**config.mk**
```make
export PLATFORM = sky130hd
export DESIGN_NAME = redundant_link_failover_selector
export DESIGN_NICKNAME = d
export VERILOG_FILES = /design/src/sv/rlfs_pkg.sv /design/src/sv/rlfs_csr.sv /design/src/sv/rlfs_select.sv /design/src/sv/redundant_link_failover_selector.sv
export SDC_FILE = /design/constraint.sdc
export NUM_CORES = 1
export LEC_CHECK = 0
export BUFFER_PORTS_ARGS = -buffer_cell sky130_fd_sc_hd__buf_2
export CORE_MARGIN = 5
export CORE_UTILIZATION = 50
export CTS_CLUSTER_SIZE = 10
export DETAILED_ROUTE_END_ITERATION = 6
export HOLD_SLACK_MARGIN = 0.05
export PLACE_DENSITY_LB_ADDON = 0.2
export SLEW_MARGIN = 10
export SYNTH_ARGS = -nofsm -noshare
export SYNTH_HDL_FRONTEND = slang
export SYNTH_SLANG_ARGS = --single-unit
```
**constraint.sdc**
```tcl
create_clock -name clock -period 4.6 [get_ports clock]
set_input_delay 0.69 -clock clock [delete_from_list [all_inputs] [get_ports clock]]
set_output_delay 0.69 -clock clock [all_outputs]
set_load 0.05 [all_outputs]
```
**src/sv/rlfs_pkg.sv**
```systemverilog
package rlfs_pkg;

   localparam int MAX_LINKS      = 4;
   localparam int GROUP_BITS     = 8;
   localparam int LINK_BITS      = $clog2(MAX_LINKS);
   localparam int COUNT_BITS     = 3;
   localparam int LINK_ID_BITS   = 8;
   localparam int GROUPS_WIDTH   = 32;
   localparam int CSR_INDEX_BITS = 1;
   localparam int CSR_DATA_BITS  = 32;

   typedef enum logic [2:0] {
      CAUSE_DISCONNECT    = 3'd0,
      CAUSE_CONNECT       = 3'd1,
      CAUSE_SLAVE2MASTER  = 3'd2,
      CAUSE_MASTER2SLAVE  = 3'd3,
      CAUSE_TO_MONITOR    = 3'd4,
      CAUSE_TO_CONTROLLER = 3'd5,
      CAUSE_REQ_NORMAL    = 3'd6,
      CAUSE_REQ_STANDBY   = 3'd7
   } cause_type;

   typedef enum logic [1:0] {
      STATUS_OK       = 2'd0,
      STATUS_NO_LINK  = 2'd1,
      STATUS_BAD_LINK = 2'd2
   } status_type;

   typedef enum logic [1:0] {
      MODE_CMD_NONE    = 2'd0,
      MODE_CMD_NORMAL  = 2'd1,
      MODE_CMD_STANDBY = 2'd2
   } mode_cmd_type;

   typedef enum logic [CSR_INDEX_BITS-1:0] {
      REG_LINK_COUNT  = 1'b0,
      REG_LINK_GROUPS = 1'b1
   } reg_index_type;

   typedef struct packed {
      logic [COUNT_BITS-1:0]   links_in_use;
      logic [GROUPS_WIDTH-1:0] groups;
   } csr_type;

   typedef struct packed {
      status_type              status;
      logic [LINK_BITS-1:0]    active_next;
      logic                    switched;
      mode_cmd_type            mode_cmd;
      cause_type               change_cause;
      logic                    normal_next;
      logic [GROUP_BITS-1:0]   active_group;
      logic [GROUP_BITS-1:0]   previous_group;
   } decision_type;

   function automatic logic [GROUP_BITS-1:0] group_of(
      input logic [GROUPS_WIDTH-1:0] groups,
      input logic [LINK_BITS-1:0]    idx
   );
      return groups[idx*GROUP_BITS +: GROUP_BITS];
   endfunction

endpackage

```
**src/sv/rlfs_csr.sv**
```systemverilog
module rlfs_csr (
   input  logic                                clock,
   input  logic                                reset,
   input  logic                                csr_write_enable,
   input  logic [rlfs_pkg::CSR_INDEX_BITS-1:0] csr_index,
   input  logic [rlfs_pkg::CSR_DATA_BITS-1:0]  csr_write_data,
   output rlfs_pkg::csr_type                   cfg
);

   logic [rlfs_pkg::COUNT_BITS-1:0]   link_count_ff, link_count_in;
   logic [rlfs_pkg::GROUPS_WIDTH-1:0] link_groups_ff, link_groups_in;

   always_comb begin
      link_count_in  = link_count_ff;
      link_groups_in = link_groups_ff;
      if (csr_write_enable) begin
         unique case (rlfs_pkg::reg_index_type'(csr_index))
            rlfs_pkg::REG_LINK_COUNT: begin
               link_count_in = csr_write_data[rlfs_pkg::COUNT_BITS-1:0];
            end
            rlfs_pkg::REG_LINK_GROUPS: begin
               link_groups_in = csr_write_data[rlfs_pkg::GROUPS_WIDTH-1:0];
            end
            default: begin
            end
         endcase
      end
   end

   always_ff @(posedge clock) begin
      if (reset) begin
         link_count_ff  <= rlfs_pkg::COUNT_BITS'(1);
         link_groups_ff <= '0;
      end else begin
         link_count_ff  <= link_count_in;
         link_groups_ff <= link_groups_in;
      end
   end

   // A count of zero means one link; anything above the link limit is clamped.
   always_comb begin
      cfg.groups = link_groups_ff;
      priority if (link_count_ff == '0) begin
         cfg.links_in_use = rlfs_pkg::COUNT_BITS'(1);
      end else if (link_count_ff > rlfs_pkg::COUNT_BITS'(rlfs_pkg::MAX_LINKS)) begin
         cfg.links_in_use = rlfs_pkg::COUNT_BITS'(rlfs_pkg::MAX_LINKS);
      end else begin
         cfg.links_in_use = link_count_ff;
      end
   end

endmodule

```
**src/sv/rlfs_select.sv**
```systemverilog
module rlfs_select (
   input  rlfs_pkg::csr_type                     cfg,
   input  rlfs_pkg::cause_type                   cause,
   input  logic [rlfs_pkg::LINK_ID_BITS-1:0]     event_link,
   input  logic [rlfs_pkg::GROUP_BITS-1:0]       event_group,
   input  logic [rlfs_pkg::MAX_LINKS-1:0]        connected_mask,
   input  logic [rlfs_pkg::LINK_BITS-1:0]        active_index,
   input  logic                                  normal_mode,
   output rlfs_pkg::decision_type                decision
);

   localparam int LB = rlfs_pkg::LINK_BITS;

   logic [rlfs_pkg::GROUP_BITS-1:0] agrp, gi;
   logic                            aconn, in_use;
   logic                            same_found, diff_found, eq_found, ne_found, conn_found;
   logic [LB-1:0]                   same_idx, diff_idx, eq_idx, ne_idx, conn_idx;
   logic                            act, pick_valid;
   logic [LB-1:0]                   pick_idx;
   rlfs_pkg::cause_type             eff_cause;

   // All priority scans run side by side over the links in use.
   always_comb begin
      agrp       = rlfs_pkg::group_of(cfg.groups, active_index);
      aconn      = connected_mask[active_index];
      gi         = '0;
      in_use     = 1'b0;
      same_found = 1'b0;
      diff_found = 1'b0;
      eq_found   = 1'b0;
      ne_found   = 1'b0;
      conn_found = 1'b0;
      same_idx   = '0;
      diff_idx   = '0;
      eq_idx     = '0;
      ne_idx     = '0;
      conn_idx   = '0;
      for (int i = 0; i < rlfs_pkg::MAX_LINKS; i++) begin
         in_use = rlfs_pkg::COUNT_BITS'(i) < cfg.links_in_use;
         gi     = rlfs_pkg::group_of(cfg.groups, LB'(i));
         if (in_use && connected_mask[i]) begin
            // The same-group scan keeps the last match.
            if (gi == agrp && LB'(i) != active_index) begin
               same_found = 1'b1;
               same_idx   = LB'(i);
            end
            if (gi != agrp && LB'(i) != active_index && !diff_found) begin
               diff_found = 1'b1;
               diff_idx   = LB'(i);
            end
            if (gi == event_group && !eq_found) begin
               eq_found = 1'b1;
               eq_idx   = LB'(i);
            end
            if (gi != event_group && !ne_found) begin
               ne_found = 1'b1;
               ne_idx   = LB'(i);
            end
            if (!conn_found) begin
               conn_found = 1'b1;
               conn_idx   = LB'(i);
            end
         end
      end
   end

   always_comb begin
      act                  = 1'b1;
      eff_cause            = cause;
      pick_valid           = 1'b0;
      pick_idx             = '0;
      decision.status      = rlfs_pkg::STATUS_OK;
      decision.mode_cmd    = rlfs_pkg::MODE_CMD_NONE;
      decision.normal_next = normal_mode;

      // Mode requests change the mode first and then act like the queued
      // mode message; a request for the mode already held does nothing.
      if (cause == rlfs_pkg::CAUSE_REQ_NORMAL) begin
         if (normal_mode) begin
            act = 1'b0;
         end else begin
            decision.normal_next = 1'b1;
            eff_cause            = rlfs_pkg::CAUSE_TO_CONTROLLER;
         end
      end else if (cause == rlfs_pkg::CAUSE_REQ_STANDBY) begin
         if (!normal_mode) begin
            act = 1'b0;
         end else begin
            decision.normal_next = 1'b0;
            eff_cause            = rlfs_pkg::CAUSE_TO_MONITOR;
         end
      end

      if (act) begin
         if (!decision.normal_next) begin
            decision.mode_cmd = rlfs_pkg::MODE_CMD_STANDBY;
         end else begin
            unique case (eff_cause)
               rlfs_pkg::CAUSE_DISCONNECT: begin
                  if (cfg.links_in_use == rlfs_pkg::COUNT_BITS'(1)) begin
                     decision.mode_cmd = rlfs_pkg::MODE_CMD_NORMAL;
                  end else if (same_found) begin
                     pick_valid = 1'b1;
                     pick_idx   = same_idx;
                  end else if (diff_found) begin
                     pick_valid = 1'b1;
                     pick_idx   = diff_idx;
                  end else begin
                     decision.status = rlfs_pkg::STATUS_NO_LINK;
                  end
               end
               rlfs_pkg::CAUSE_CONNECT: begin
                  if (aconn) begin
                     decision.mode_cmd = rlfs_pkg::MODE_CMD_NORMAL;
                  end else if (event_link >= rlfs_pkg::LINK_ID_BITS'(cfg.links_in_use)) begin
                     decision.status = rlfs_pkg::STATUS_BAD_LINK;
                  end else begin
                     pick_valid = 1'b1;
                     pick_idx   = event_link[LB-1:0];
                  end
               end
               rlfs_pkg::CAUSE_SLAVE2MASTER: begin
                  if (!(event_group == agrp && aconn)) begin
                     if (eq_found) begin
                        pick_valid = 1'b1;
                        pick_idx   = eq_idx;
                     end else begin
                        decision.status = rlfs_pkg::STATUS_NO_LINK;
                     end
                  end
               end
               rlfs_pkg::CAUSE_MASTER2SLAVE: begin
                  if (!(event_group != agrp && aconn)) begin
                     if (ne_found) begin
                        pick_valid = 1'b1;
                        pick_idx   = ne_idx;
                     end else begin
                        decision.status = rlfs_pkg::STATUS_NO_LINK;
                     end
                  end
               end
               rlfs_pkg::CAUSE_TO_MONITOR: begin
                  decision.mode_cmd = rlfs_pkg::MODE_CMD_STANDBY;
               end
               rlfs_pkg::CAUSE_TO_CONTROLLER: begin
                  if (conn_found) begin
                     pick_valid = 1'b1;
                     pick_idx   = conn_idx;
                  end else begin
                     decision.status = rlfs_pkg::STATUS_NO_LINK;
                  end
               end
               rlfs_pkg::CAUSE_REQ_NORMAL, rlfs_pkg::CAUSE_REQ_STANDBY: begin
               end
               default: begin
               end
            endcase
         end
      end

      decision.switched     = pick_valid;
      decision.change_cause = rlfs_pkg::CAUSE_DISCONNECT;
      decision.active_next  = active_index;
      if (pick_valid) begin
         decision.active_next  = pick_idx;
         decision.mode_cmd     = rlfs_pkg::MODE_CMD_NORMAL;
         decision.change_cause = eff_cause;
      end
      decision.active_group   = rlfs_pkg::group_of(cfg.groups, decision.active_next);
      decision.previous_group = rlfs_pkg::group_of(cfg.groups, active_index);
   end

endmodule

```
**src/sv/redundant_link_failover_selector.sv**
```systemverilog
// An accepted item is held in the input register; its result is then registered
// in the result register and shown on rsp_valid. Throughput: one item per cycle
// while rsp_stall is low; the input register and the result register let a new
// item in while a finished result still waits to be taken.
// Reset: synchronous, active high; active link 0, standby mode, link count 1,
// all link groups 0, both pipeline registers empty.
module redundant_link_failover_selector (
   input  logic                                clock,
   input  logic                                reset,
   input  logic                                req_valid,
   output logic                                req_stall,
   input  logic [2:0]                          req_cause,
   input  logic [rlfs_pkg::LINK_ID_BITS-1:0]   req_event_link,
   input  logic [rlfs_pkg::GROUP_BITS-1:0]     req_event_group,
   input  logic [rlfs_pkg::MAX_LINKS-1:0]      req_connected_mask,
   output logic                                rsp_valid,
   input  logic                                rsp_stall,
   output logic [1:0]                          rsp_status,
   output logic [rlfs_pkg::LINK_BITS-1:0]      rsp_active_link,
   output logic                                rsp_switched,
   output logic [rlfs_pkg::LINK_BITS-1:0]      rsp_previous_link,
   output logic [rlfs_pkg::GROUP_BITS-1:0]     rsp_active_group,
   output logic [rlfs_pkg::GROUP_BITS-1:0]     rsp_previous_group,
   output logic [1:0]                          rsp_mode_command,
   output logic [2:0]                          rsp_change_cause,
   input  logic                                csr_write_enable,
   input  logic [rlfs_pkg::CSR_INDEX_BITS-1:0] csr_index,
   input  logic [rlfs_pkg::CSR_DATA_BITS-1:0]  csr_write_data
);

   rlfs_pkg::csr_type      cfg;
   rlfs_pkg::decision_type decision;

   logic                                  in_valid_ff, in_valid_in;
   rlfs_pkg::cause_type                   cause_ff, cause_in;
   logic [rlfs_pkg::LINK_ID_BITS-1:0]     event_link_ff, event_link_in;
   logic [rlfs_pkg::GROUP_BITS-1:0]       event_group_ff, event_group_in;
   logic [rlfs_pkg::MAX_LINKS-1:0]        mask_ff, mask_in;

   logic [rlfs_pkg::LINK_BITS-1:0]        active_index_ff, active_index_in;
   logic                                  normal_mode_ff, normal_mode_in;

   logic                                  rsp_valid_ff, rsp_valid_in;
   rlfs_pkg::decision_type                result_ff, result_in;
   logic [rlfs_pkg::LINK_BITS-1:0]        prev_link_ff, prev_link_in;

   logic out_free, advance, accept;

   rlfs_csr u_csr (
      .clock            (clock),
      .reset            (reset),
      .csr_write_enable (csr_write_enable),
      .csr_index        (csr_index),
      .csr_write_data   (csr_write_data),
      .cfg              (cfg)
   );

   rlfs_select u_select (
      .cfg            (cfg),
      .cause          (cause_ff),
      .event_link     (event_link_ff),
      .event_group    (event_group_ff),
      .connected_mask (mask_ff),
      .active_index   (active_index_ff),
      .normal_mode    (normal_mode_ff),
      .decision       (decision)
   );

   // The held item moves on whenever the result register is empty or being emptied.
   assign out_free  = !rsp_valid_ff || !rsp_stall;
   assign advance   = in_valid_ff && out_free;
   assign req_stall = in_valid_ff && !out_free;
   assign accept    = req_valid && !req_stall;

   always_comb begin
      in_valid_in     = accept || (in_valid_ff && !advance);
      cause_in        = cause_ff;
      event_link_in   = event_link_ff;
      event_group_in  = event_group_ff;
      mask_in         = mask_ff;
      if (accept) begin
         cause_in       = rlfs_pkg::cause_type'(req_cause);
         event_link_in  = req_event_link;
         event_group_in = req_event_group;
         mask_in        = req_connected_mask;
      end

      rsp_valid_in    = advance || (rsp_valid_ff && rsp_stall);
      active_index_in = active_index_ff;
      normal_mode_in  = normal_mode_ff;
      result_in       = result_ff;
      prev_link_in    = prev_link_ff;
      if (advance) begin
         active_index_in = decision.active_next;
         normal_mode_in  = decision.normal_next;
         result_in       = decision;
         prev_link_in    = active_index_ff;
      end
   end

   always_ff @(posedge clock) begin
      if (reset) begin
         in_valid_ff     <= 1'b0;
         rsp_valid_ff    <= 1'b0;
         active_index_ff <= '0;
         normal_mode_ff  <= 1'b0;
      end else begin
         in_valid_ff     <= in_valid_in;
         rsp_valid_ff    <= rsp_valid_in;
         active_index_ff <= active_index_in;
         normal_mode_ff  <= normal_mode_in;
      end
   end

   always_ff @(posedge clock) begin
      cause_ff       <= cause_in;
      event_link_ff  <= event_link_in;
      event_group_ff <= event_group_in;
      mask_ff        <= mask_in;
      result_ff      <= result_in;
      prev_link_ff   <= prev_link_in;
   end

   assign rsp_valid          = rsp_valid_ff;
   assign rsp_status         = result_ff.status;
   assign rsp_active_link    = result_ff.active_next;
   assign rsp_switched       = result_ff.switched;
   assign rsp_previous_link  = prev_link_ff;
   assign rsp_active_group   = result_ff.active_group;
   assign rsp_previous_group = result_ff.previous_group;
   assign rsp_mode_command   = result_ff.mode_cmd;
   assign rsp_change_cause   = result_ff.change_cause;

   // A changeover always orders the new link normal.
   assert property (@(posedge clock) disable iff (reset)
      rsp_valid_ff && result_ff.switched |-> result_ff.mode_cmd == rlfs_pkg::MODE_CMD_NORMAL)
      else $error("changeover without normal command");

   // A failed event leaves the active link where it was.
   assert property (@(posedge clock) disable iff (reset)
      rsp_valid_ff && result_ff.status != rlfs_pkg::STATUS_OK
      |-> !result_ff.switched && result_ff.active_next == prev_link_ff)
      else $error("active link moved on a failed event");

   // The state register follows the result of each item that moves on.
   assert property (@(posedge clock) disable iff (reset)
      advance |=> active_index_ff == result_ff.active_next
                  && normal_mode_ff == result_ff.normal_next)
      else $error("state does not match delivered result");

   // The previous link of a result is the active link of the result before it.
   assert property (@(posedge clock) disable iff (reset)
      advance |=> prev_link_ff == $past(active_index_ff))
      else $error("previous link mismatch");

   // A change cause is reported only with a changeover.
   assert property (@(posedge clock) disable iff (reset)
      rsp_valid_ff && !result_ff.switched
      |-> result_ff.change_cause == rlfs_pkg::CAUSE_DISCONNECT)
      else $error("change cause without changeover");

endmodule
```
# After elaboration in Yosys (flattened, before gate mapping)
# Cells that the tools add are included.
# Widths: inputs -> output; s select.
[classes] n_mux=123 shifts=2 n_eq_ne=29 add_sub_neg=0 mul=0 n_bitwise=2 reduce_logical=52 n_div=0 order_cmp=7
[op_table] operator="$mux 2" count=45
[op_table] operator="$eq 8x8->1" count=9
[op_table] operator="$ne 8x8->1" count=9
[op_table] operator="$mux 1" count=67
[op_table] operator="$shiftx 32x6->8" count=2
[op_table] operator="$logic_and 1x1->1" count=28
[op_table] operator="$pmux 2 s5" count=2
[op_table] operator="$mux 3" count=6
[op_table] operator="$logic_not 1->1" count=14
[op_table] operator="$eq 3x3->1 const B" count=4
[op_table] operator="$ge 8x3->1" count=1
[op_table] operator="$eq 3x1->1 const B" count=2
[op_table] operator="$eq 3x2->1 const B" count=2
[op_table] operator="$logic_not 3->1" count=2
[op_table] operator="$lt 1x3->1 const A" count=2
[op_table] operator="$lt 2x3->1 const A" count=2
[op_table] operator="$pmux 2 s3" count=1
[op_table] operator="$reduce_and 2->1" count=3
[op_table] operator="$pmux 1 s5" count=1
[op_table] operator="$ne 2x2->1 const A" count=2
[op_table] operator="$gt 3x3->1 const B" count=1
[op_table] operator="$logic_or 1x1->1" count=3
[op_table] operator="$lt 2x3->1 const B" count=1
[op_table] operator="$bmux 1 s2" count=1
[op_table] operator="4 further kinds" count=5
[word_totals] wordCells=234 latchBits=0 regBits=91 mem_count=0 output_inout_bits=30 rom_bits=0 ram_bits=0 input_bits=61

# Logic depth before layout (Yosys ltp)
[depth] word_depth=26 mapped_depth=14 ltp_nobuf=12

# Hierarchy
# A second synthesis with hierarchy kept.
[hier_totals] hier_cells=586 area_unflattened_um2=6144.6
[by_module_without_submodules] mod="rlfs_select" instances=1 seq_area_each_um2=0.0 area_per_inst_um2=2697.6 cells_per_inst=351
[by_module_without_submodules] mod="redundant_link_failover_selector" instances=1 seq_area_each_um2=1631.6 area_per_inst_um2=1747.9 cells_per_inst=73
[by_module_without_submodules] mod="rlfs_csr" instances=1 seq_area_each_um2=700.7 area_per_inst_um2=1699.1 cells_per_inst=162

# Worst setup path before layout
# No wires, ideal clock.
[synth_path] path_kind="flip-flop to flip-flop" startpoint="reg active_index_ff[0] in the netlist's numbering" endpoint="reg result_ff (netlist bit rsp_active_group[0]) (data pin)" required_time_ns=4.328 slack_ns=1.589 arrival_time_ns=2.739 synth_period_minus_slack_ns=3.011 path_stages_with_launch=13 path_cell_list="dfxtp_1 buf_6 mux4_1 xnor2_1 nand4_1 o21a_1 a211oi_2 a221oi_1 a31oi_1 buf_6 buf_12 mux2i_1 mux2i_1"
[synth_lines] element="start: declaration" line="redundant_link_failover_selector.sv:40" rtl="logic [rlfs_pkg::LINK_BITS-1:0] active_index_ff, active_index_in;"
[synth_lines] element="start signal: assignment" line="redundant_link_failover_selector.sv:110" rtl="active_index_ff <= active_index_in;"
[synth_lines] element="end signal: assignment" line="redundant_link_failover_selector.sv:120" rtl="result_ff <= result_in;"
[synth_lines] element="end: declaration" line="redundant_link_failover_selector.sv:44" rtl="rlfs_pkg::decision_type result_ff, result_in;"

==> flow_summary.html <==
<table>
<tr><th>Metric</th><th>Value</th></tr>
<tr><th colspan="2">Worst setup path</th></tr>
<tr><td>Critical Path RT</td><td>4.71 ns</td></tr>
<tr><td>Max FO, Critical Path</td><td>23</td></tr>
<tr><td>Worst path slowest cell</td><td>dfxtp_1</td></tr>
<tr><td>Cell breakdown of the critical path</td><td>mux4_1, xnor2_1, nand4_1, o21a_1, a211oi_2, a221oi_1, a31oi_2, buf_4, mux2i_1, mux2i_1</td></tr>
<tr><td>Library cell appearing most often on the critical path</td><td>mux2i_1</td></tr>
<tr><td>Critical path arrival</td><td>3.97 ns</td></tr>
<tr><td>Startpoint type of the worst setup path</td><td>flop</td></tr>
<tr><td>Critical path class</td><td>flop to flop</td></tr>
<tr><td>Crit path largest cell delay</td><td>0.96 ns</td></tr>
<tr><td>Category of the worst setup path capture point</td><td>flop</td></tr>
<tr><th colspan="2">Job</th></tr>
<tr><td>Max-cap check violation count</td><td>0</td></tr>
<tr><th colspan="2">Logic synthesis</th></tr>
<tr><td>Mean Syn Cell Area</td><td>9.85 µm²</td></tr>
<tr><td>Cell type with the highest aggregate area in the netlist</td><td>edfxtp_1</td></tr>
<tr><td>Sequential cell area fraction in the yosys report</td><td>41.8%</td></tr>
<tr><td>Most used flip-flop cell after synthesis</td><td>edfxtp_1</td></tr>
<tr><td>Synth async-reset ratio</td><td>0%</td></tr>
<tr><td>Number of enable-type register cells in the synthesized netlist</td><td>51</td></tr>
<tr><td>Number of instances in the synthesized netlist</td><td>566</td></tr>
<tr><td>Most instantiated library cell after synthesis</td><td>nand2_1</td></tr>
<tr><td>Distinct cell type count of the synthesized netlist</td><td>60</td></tr>
<tr><td>Share of the synthesized area in the top cell type</td><td>27.5%</td></tr>
<tr><td>Most area-consuming cells after synthesis</td><td>edfxtp_1, dfxtp_1, xnor2_1</td></tr>
<tr><td>Register bit total from synthesis</td><td>91</td></tr>
<tr><td>Post-synth net total</td><td>630</td></tr>
<tr><td>Cell area after synthesis</td><td>0.00558 mm²</td></tr>
<tr><td>Top cells by count, synth</td><td>nand2_1, edfxtp_1, xnor2_1</td></tr>
<tr><td>Count of warnings emitted by yosys</td><td>0</td></tr>
<tr><th colspan="2">Place</th></tr>
<tr><td>Placed Area</td><td>0.00590 mm²</td></tr>
<tr><td>Weighted congestion reported at the end of routability-driven placement</td><td>0.915</td></tr>
<tr><td>Number of I/O port buffers</td><td>90</td></tr>
<tr><td>Estimated wirelength of the detail-placed design</td><td>10200 µm</td></tr>
<tr><td>Placed Instances</td><td>739</td></tr>
<tr><th colspan="2">STA</th></tr>
<tr><td>Unrepaired setup endpoints after global routing</td><td>no</td></tr>
<tr><td>Max-slew violation total from the final report</td><td>0</td></tr>
<tr><td>Pin slew with the least headroom to its limit</td><td>1.03 ns</td></tr>
<tr><td>Final Critical Period</td><td>3.86 ns</td></tr>
<tr><td>Total negative slack for setup checks</td><td>0 ns</td></tr>
<tr><td>Hold Violations, Final</td><td>0</td></tr>
<tr><td>Endpoints failing setup</td><td>0</td></tr>
<tr><td>Fmax achieved</td><td>259 MHz</td></tr>
<tr><td>Relative slew slack</td><td>31.2%</td></tr>
<tr><td>Setup skew after layout</td><td>0.00815 ns</td></tr>
<tr><td>Crit share post-route</td><td>84.0%</td></tr>
<tr><th colspan="2">Drt</th></tr>
<tr><td>Via density</td><td>5.61</td></tr>
<tr><td>Detail-routed net length per standard cell</td><td>18.3 µm</td></tr>
<tr><td>Routed Antenna Nets</td><td>0</td></tr>
<tr><td>Wirelength, routed</td><td>13800 µm</td></tr>
<tr><td>Drt pass-1 iters</td><td>7</td></tr>
<tr><td>Via count of the routed design</td><td>4232</td></tr>
<tr><td>Count of routing violations after the opening detailed-route iteration</td><td>314</td></tr>
<tr><td>DRC viols</td><td>0</td></tr>
<tr><th colspan="2">Floorplanning</th></tr>
<tr><td>Effective utilization at floorplan</td><td>51.2%</td></tr>
<tr><td>Number of rows created at floorplan</td><td>38</td></tr>
<tr><td>I/O pin count</td><td>91</td></tr>
<tr><td>DIE HEIGHT</td><td>116 µm</td></tr>
<tr><td>Floorplan die area</td><td>0.0134 mm²</td></tr>
<tr><td>Die X-Extent</td><td>116 µm</td></tr>
<tr><td>Standard cell core area</td><td>0.0109 mm²</td></tr>
<tr><th colspan="2">Final layout</th></tr>
<tr><td>Share of final-layout standard cells stronger than drive strength 1</td><td>19.7%</td></tr>
<tr><td>Fill count</td><td>994</td></tr>
<tr><td>Final Non-Filler Cells</td><td>755</td></tr>
<tr><td>Antenna cells</td><td>0</td></tr>
<tr><td>Nets</td><td>674</td></tr>
<tr><td>Cell area after layout</td><td>0.00613 mm²</td></tr>
<tr><td>Synthesis-to-finish area growth</td><td>10.0%</td></tr>
<tr><th colspan="2">GRT</th></tr>
<tr><td>GR Overflow Total</td><td>0</td></tr>
<tr><td>Global-route wire length before repair</td><td>22300 µm</td></tr>
<tr><td>Initial antenna violation count</td><td>0</td></tr>
<tr><td>Maximum number of pins on one net before global-route repair</td><td>42</td></tr>
<tr><td>GRT Overall Usage</td><td>21.6%</td></tr>
<tr><td>Vias in the first global route</td><td>4203</td></tr>
<tr><th colspan="2">Min path</th></tr>
<tr><td>Worst min path class</td><td>input pin to flop</td></tr>
<tr><th colspan="2">Power and ir drop</th></tr>
<tr><td>Maximum vdd drop</td><td>0.239 mV</td></tr>
<tr><td>Static leakage power</td><td>2.39 nW</td></tr>
<tr><td>PwrDens</td><td>299 mW/mm²</td></tr>
<tr><th colspan="2">Clocking</th></tr>
<tr><td>Post-CTS setup buffer count</td><td>0</td></tr>
<tr><td>Clk Latency, worst-skew pair</td><td>0.37 ns</td></tr>
<tr><td>Number of buffers created by CTS</td><td>9</td></tr>
<tr><td>Clock Sinks</td><td>91</td></tr>
<tr><td>Clock Pin Slew Worst Setup and Hold Paths</td><td>0.09 ns</td></tr>
<tr><td>Total of cells resized after clock tree synthesis</td><td>0</td></tr>
<tr><td>Maximum root-to-sink buffer count</td><td>2</td></tr>
<tr><td>TritonCTS clock tree</td><td>done</td></tr>
<tr><td>Clock Root Buffer</td><td>clkbuf_8</td></tr>
<tr><td>CTS hold repair buffers</td><td>0</td></tr>
<tr><td>Htree depth</td><td>3</td></tr>
<tr><th colspan="2">Status</th></tr>
<tr><td>Run status</td><td>completed</td></tr>
</table>
==> final cells by class <==
type / instances / area, µm² / area share [%]
repair buffers: 95 / 500 / 8.16
well taps: 140 / 175 / 2.86
flip-flops and latches: 91 / 2330 / 38.0
clock inverters: 3 / 41.3 / 0.673
inverters: 12 / 45.0 / 0.734
multi-input cells: 401 / 2850 / 46.4
clock buffers: 13 / 191 / 3.12
==> power by group <==
group / leakage [nW] / switching (mW) / internal (mW)
sequential: 0.829 / 0.0667 / 0.898
combinational: 1.45 / 0.153 / 0.112
clock: 0.114 / 0.276 / 0.330
total: 2.39 / 0.495 / 1.34
==> sequential cells by signal, indices dropped and copies added (netlist names) <==
name and flops:
cause_ff 3, in_valid_ff 1, rsp_switched 1, rsp_previous_link 2, mask_ff 4, u_csr.link_count_ff 3
rsp_valid 1, rsp_status 2, rsp_active_link 2, rsp_active_group 8, rsp_previous_group 8, u_csr.link_groups_ff 32
event_link_ff 8, active_index_ff 2, rsp_mode_command 2, rsp_change_cause 3, normal_mode_ff 1, event_group_ff 8
==> metal layers <==
metal / track usage, % / wire, µm / up-vias / part of all wire (%)
met3: 4.70 / 1030 / 28 / 7.5
met2: 32.4 / 6150 / 163 / 45
met1: 30.8 / 6300 / 1973 / 46
li1: - / - / 2068 / -
met5: 0 / 0 / - / 0
met4: 7.90 / 320 / 0 / 2.3
==> metrics by stage <==
step	setup slack [ns]	utilization, %	hold slack (ns)	power, mW
2_1_floorplan	1.59	-	0.451	1.17
3_3_place_gp	0.973	54.2	0.465	1.24
3_5_place_dp	0.815	54.2	0.501	1.25
4_1_cts	0.794	56.3	0.462	1.85
5_1_grt	0.537	56.3	0.460	1.91
6_report	0.737	56.3	0.483	1.84
==> worst max-delay path: cells and delay by family, from the launching register on <==
| family | cells | cell delay, ns |
|---|---|---|
| xor gates and xnor gates | 1 | 0.18 |
| DFF | 1 | 0.96 |
| and+or+nand+nor | 1 | 0.19 |
| AOI/OAI and AO/OA | 4 | 0.92 |
| buffers and inverters | 1 | 0.31 |
| muxes | 3 | 1.03 |
==> path summary, 6_finish.rpt <==
check | from | end | slack, ns | cells after the start
hold / removal | req_connected_mask[3] | mask_ff[3] | 0.48 | 1
hold reg to reg | in_valid_ff | rsp_valid | 0.53 | 2
setup / recovery | active_index_ff[0] | rsp_active_group[7] | 0.74 | 10
setup reg to reg | active_index_ff[0] | rsp_active_group[7] | 0.74 | 10
==> placed cells by master, fill, tap and decap left out, drive strengths merged, types with 2 or more instances in the layout <==
cell | synthesis | layout
buf | 27 | 95
ha | 3 | 3
a21oi | 43 | 43
and2 | 5 | 5
nor3 | 13 | 13
o211ai | 2 | 2
inv | 12 | 12
o21a | 4 | 4
mux4 | 9 | 9
dfxtp | 40 | 40
a2111oi | 5 | 5
mux2i | 42 | 42
a211oi | 4 | 4
nor4 | 8 | 8
nand3 | 8 | 8
a22oi | 2 | 2
xor2 | 36 | 36
xnor2 | 51 | 51
clkbuf | 35 | 13
o21ai | 6 | 6
edfxtp | 51 | 51
a31oi | 4 | 4
nor2 | 24 | 24
nand4 | 9 | 9
nand2 | 83 | 83
o21bai | 2 | 2
o31ai | 3 | 3
o31a | 2 | 2
nor2b | 3 | 3
a21o | 3 | 3
and3 | 4 | 4
nand2b | 5 | 5
==> kinds of logic (layout without fill, tap and decap cells) <==
kind of cell	count (synthesis)	after routing	share of synthesized area (%)
AO/OA/AOI/OAI	89	89	10.4
XOR/XNOR	87	87	13.7
adder cells (fa/ha/maj)	3	3	0.673
buffers and inverters	74	123	7.25
flip-flops	91	91	41.8
multiplexers	51	51	11.9
AND/OR/NAND/NOR	171	171	14.3
Power figures use the tool's default switching activity.
